==> config.mk <==
export PLATFORM = sky130hd
export DESIGN_NAME = tcw_cursor
export DESIGN_NICKNAME = d
export VERILOG_FILES = /design/src/hw/rtl/assert_macros.svh /design/src/hw/rtl/tcw_pkg.sv /design/src/hw/rtl/tcw_cursor.sv
export SDC_FILE = /design/constraint.sdc
export NUM_CORES = 1
export LEC_CHECK = 0
export BUFFER_PORTS_ARGS = -buffer_cell sky130_fd_sc_hd__buf_2
export CORE_ASPECT_RATIO = 0.6
export CORE_MARGIN = 5
export CORE_UTILIZATION = 55
export CTS_BUF_LIST = sky130_fd_sc_hd__clkbuf_2 sky130_fd_sc_hd__clkbuf_4 sky130_fd_sc_hd__clkbuf_8
export CTS_CLUSTER_DIAMETER = 50
export DETAILED_ROUTE_END_ITERATION = 10
export GPL_TIMING_DRIVEN = 0
export PLACE_DENSITY = 0.72
export SETUP_SLACK_MARGIN = 0.05
export SLEW_MARGIN = 20
export SYNTH_ARGS = -nofsm -noshare
export SYNTH_HDL_FRONTEND = slang
export SYNTH_SLANG_ARGS = --single-unit
==> constraint.sdc <==
create_clock -name clk -period 5.1 [get_ports clk]
set_input_delay 0.51 -clock clk [delete_from_list [all_inputs] [get_ports clk]]
set_output_delay 0.51 -clock clk [all_outputs]
set_load 0.005 [all_outputs]
==> src/hw/rtl/assert_macros.svh <==
// Assertion macros shared by the console RTL.
`ifndef ASSERT_MACROS_SVH
`define ASSERT_MACROS_SVH

// Same-cycle implication, checked at every rising clock edge outside reset.
`define ASSERT_IMPL(label, ante, cons, msg) \
  label: assert property (@(posedge clk) disable iff (!rst_n) (ante) |-> (cons)) \
    else $error(msg);

// Next-cycle implication, checked at every rising clock edge outside reset.
`define ASSERT_NEXT(label, ante, cons, msg) \
  label: assert property (@(posedge clk) disable iff (!rst_n) (ante) |=> (cons)) \
    else $error(msg);

`endif

==> src/hw/rtl/tcw_pkg.sv <==
// Package with the types and constants of the text console writer.
`timescale 1ns / 1ps
package tcw_pkg;

  localparam int COLUMNS    = 80;
  localparam int ROWS       = 24;
  localparam int CELL_COUNT = COLUMNS * ROWS;
  localparam int ADDR_W     = $clog2(CELL_COUNT);
  localparam int CUR_W      = $clog2(CELL_COUNT + 1);
  localparam int COL_W      = $clog2(COLUMNS);
  localparam int CELL_W     = 16;

  localparam logic       OP_PUT         = 1'b0;
  localparam logic       OP_READ        = 1'b1;
  localparam logic [8:0] CODE_NEWLINE   = 9'd10;
  localparam logic [8:0] CODE_BACKSPACE = 9'h100;
  localparam logic [7:0] CODE_SPACE     = 8'h20;
  localparam logic [7:0] ATTR_RESET     = 8'h07;

  typedef struct packed {
    logic        opcode;
    logic [8:0]  char_code;
    logic [10:0] cell_index;
  } tcw_in_t;

  typedef struct packed {
    logic [10:0] cursor_position;
    logic [15:0] cell_value;
    logic        scrolled;
  } tcw_out_t;

  // Commands from the sequencer to the cursor unit.
  typedef struct packed {
    logic       put;
    logic       scroll;
    logic [8:0] code;
  } tcw_cur_cmd_t;

  // Cursor unit status.
  typedef struct packed {
    logic [CUR_W-1:0] pos;
    logic             overflow;
  } tcw_cur_stat_t;

  typedef enum logic [2:0] {
    S_CLEAR,
    S_IDLE,
    S_EXEC,
    S_COPY,
    S_WIPE,
    S_SPACE,
    S_DONE
  } tcw_state_t;

endpackage

==> src/hw/rtl/tcw_cursor.sv <==
// Cursor unit: cell index and column of the cursor, moved by puts and scrolls.
`timescale 1ns / 1ps
module tcw_cursor
  import tcw_pkg::*;
(
  input  logic          clk,
  input  logic          rst_n,
  input  tcw_cur_cmd_t  cmd,
  output tcw_cur_stat_t stat
);

  logic [CUR_W-1:0] cursor_r, cursor_nxt;
  logic [COL_W-1:0] col_r, col_nxt;

  always_comb begin
    cursor_nxt = cursor_r;
    col_nxt    = col_r;
    if (cmd.scroll) begin
      // Column is already zero when the cursor runs past the last row.
      cursor_nxt = cursor_r - CUR_W'(COLUMNS);
    end else if (cmd.put) begin
      priority if (cmd.code == CODE_NEWLINE) begin
        cursor_nxt = cursor_r + CUR_W'(COLUMNS) - CUR_W'(col_r);
        col_nxt    = '0;
      end else if (cmd.code == CODE_BACKSPACE) begin
        if (cursor_r != '0) begin
          cursor_nxt = cursor_r - CUR_W'(1);
          col_nxt    = (col_r == '0) ? COL_W'(COLUMNS - 1) : col_r - COL_W'(1);
        end
      end else begin
        cursor_nxt = cursor_r + CUR_W'(1);
        col_nxt    = (col_r == COL_W'(COLUMNS - 1)) ? '0 : col_r + COL_W'(1);
      end
    end
  end

  always_ff @(posedge clk) begin
    if (!rst_n) begin
      cursor_r <= '0;
      col_r    <= '0;
    end else begin
      cursor_r <= cursor_nxt;
      col_r    <= col_nxt;
    end
  end

  assign stat.pos      = cursor_r;
  assign stat.overflow = (cursor_r >= CUR_W'(CELL_COUNT));

endmodule

==> summary.txt <==
status = complete, no violations
synth-to-layout area growth = 10.1%
CTS tree = done
Final period util = 0.686
drt pass-1 iters = 5
mapped cell area = 2340 sq um
fmax = 0.286 GHz
FILL cells = 391
DP HPWL = 5190 um
ys flop type = dfxtp_1
Initial Util = 0.569
Rel. slew slack = 0.478
Synth area leaders = ha_1, dfxtp_1, o21ai_0, a21oi_1, inv_1
total gr overflow = 0
final setup fails = 0
Core Util, Final = 0.626
# DRC = 0
worst skew pair latency = 0.26 ns
crit path max fanout = 18
# rows = 18
Synth cell types = 57
hold buffer count at CTS = 0
Root Driver = clkbuf_8
worst path cell trace = buf_2, or4_4, or3_1, buf_6, clkinv_8, buf_4, ha_1, o21ai_0, a21oi_1, o31a_1, o311ai_0, nand3_1, o2111a_1
post-route ant nets = 0
Multi-input gate area = 1800 sq um
# H-tree levels = 1
Final GP Congestion = 0.925
Mapped Cells = 312
fin. max-slew vios = 0
largest net degree at the start of global routing = 19
vias per inst = 6.06
sequential-to-total area share from yosys stat = 0.154
port bufs = 24
die width = 94.3 um
worst setup margin = 1.60 ns
CTS buffer count = 3
CP arrival = 3.66 ns
slowest stage cell, crit path = or4_4
Max VDD drop = 0.0805 mV
WP data required = 5.26 ns
async set or reset register ratio after synthesis = 0
Yosys warning total = 0
vias in the first global route = 2140
clock sink total = 18
Leakage = 1.13 nW
antenna violations before repair = 0
Register Area = 360 sq um
initial DRC count = 284
Syn Nets = 362
Routed WL = 6580 um
Syn Area/Cell = 7.52 sq um
via count = 2419
Yosys top cell by area = ha_1
RSZ-0062 raised after global routing = false
post-CTS setup buffer count = 0
Buf/Inv on CP = 4
Setup Skew = 0.00831 ns
worst-margin pin slew = 0.777 ns
clock-pin transition on the worst setup and hold timing paths = 0.08 ns
Max Cap Viol = 0
Worst Setup Start Kind = primary input
nets = 391
Tightest Hold Check Type = flop to flop
Tmin final = 3.50 ns
PD cells = 181 nW/um^2
Total Routing Usage GR = 0.237
# resized after CTS = 0
Clock Path Buffers = 2
n_diodes = 0
pre-CTS setup slack = 1.35 ns
final hold violations = 0
first-pass GRT wire length = 10500 um
Seq cells post-synth = 18
total core area = 4120 sq um
Setup TNS Final = 0 ns
max incr delay on CP = 0.55 ns
WS Path Type = primary input to flop
layout cells sized above 1 = 0.115
Die Y-Extent = 60.6 um
die footprint = 5710 sq um
I/O Pins = 25
CP endpoint kind = flop
Post-synth EDFFs = 0
CP top delay family = compound AO/OA/AOI/OAI gates
Avg WL per Cell = 16.5 um
share of the synthesized area in the top cell type = 0.187
[power by group]
group / switching, mW / total, mW / internal (mW)
clock: 0.0535 / 0.106 / 0.0527
sequential: 0.0169 / 0.167 / 0.150
combinational: 0.108 / 0.193 / 0.0853
total: 0.178 / 0.466 / 0.288
[synthesized netlist by cell type (6+ instances only)]
| cell | instances |
|---|---|
| a21oi_1 | 21 |
| nor2_1 | 19 |
| o21a_1 | 6 |
| a21o_1 | 6 |
| nor3_1 | 12 |
| inv_1 | 28 |
| clkbuf_1 | 6 |
| dfxtp_1 | 18 |
| o21ai_0 | 23 |
| nand2_1 | 22 |
| ha_1 | 35 |
| or3_1 | 6 |
| nand3_1 | 8 |
| a211oi_1 | 10 |
| xnor2_1 | 8 |
[per-layer routing]
layer	wire, um	global-route usage	vias to the layer above	share of wire
met5	0	0	-	0
met4	119	0.0453	0	0.018
met3	526	0.0409	12	0.080
met2	2530	0.343	108	0.38
met1	3410	0.368	1090	0.52
li1	-	-	1209	-
[cells by family after synthesis]
group / count (synthesis) / share of synthesized area
AOI/OAI and AO/OA: 101 / 0.281
and+or+nand+nor: 100 / 0.222
buffers and inverters: 40 / 0.0768
adders and majority gates: 37 / 0.204
DFF: 18 / 0.154
xor gates and xnor gates: 11 / 0.0411
muxes: 5 / 0.0213
[per-stage QoR]
stage / area [sq um] / std cells / hold WS, ns / power (mW)
3_3_place_gp: 2540 / 396 / 0.518 / 0.355
4_1_cts: 2580 / 399 / 0.529 / 0.467
2_1_floorplan: 2340 / 312 / 0.478 / 0.305
5_1_grt: 2580 / 399 / 0.550 / 0.498
6_report: 2580 / 399 / 0.537 / 0.466
3_5_place_dp: 2540 / 396 / 0.518 / 0.361
[path summary, 6_finish.rpt]
| path | end | from | slack, ns | cells past startpoint |
|---|---|---|---|---|
| worst min register to register | col_r[1] | col_r[1] | 0.54 | 2 |
| worst min-delay path | col_r[1] | col_r[1] | 0.54 | 2 |
| worst max register to register | cursor_r[9] | col_r[2] | 2.18 | 11 |
| worst max-delay path | cursor_r[10] | cmd[5] | 1.60 | 13 |
[area by class of cell]
type / instances / share of cell area
repair buffers: 24 / 0.0465
flip-flops and latches: 18 / 0.140
inverters: 29 / 0.0470
multi-input cells: 254 / 0.699
plain buffers: 11 / 0.0228
clock buffers: 3 / 0.0160
well taps: 60 / 0.0291
[worst register-to-register path, delay by kind of cell (launching register included)]
kind | cells | cell delay [ns]
AO/OA/AOI/OAI | 3 | 0.66
XOR/XNOR | 1 | 0.19
buffers and inverters | 3 | 0.55
flip-flops | 1 | 0.32
adder cells (fa/ha/maj) | 2 | 0.78
AND/OR/NAND/NOR | 2 | 0.33
[registers in the layout, indices dropped and copies added, names as in the netlist]
register and count:
col_r 7, cursor_r 11
[layout by cell type (no fill, tap or decap), drive strengths merged, types with 5 or more instances in the layout]
master	Yosys	final
ha	35	35
buf	5	29
a21o	6	6
nor2	19	19
inv	28	28
clkbuf	6	9
o21ai	25	25
a211oi	10	10
or3	6	6
mux2i	5	5
nand2	22	22
o21a	6	6
nand3	8	8
dfxtp	18	18
nor3	12	12
xnor2	8	8
a21oi	21	21
(Power assumes the default switching activity.)
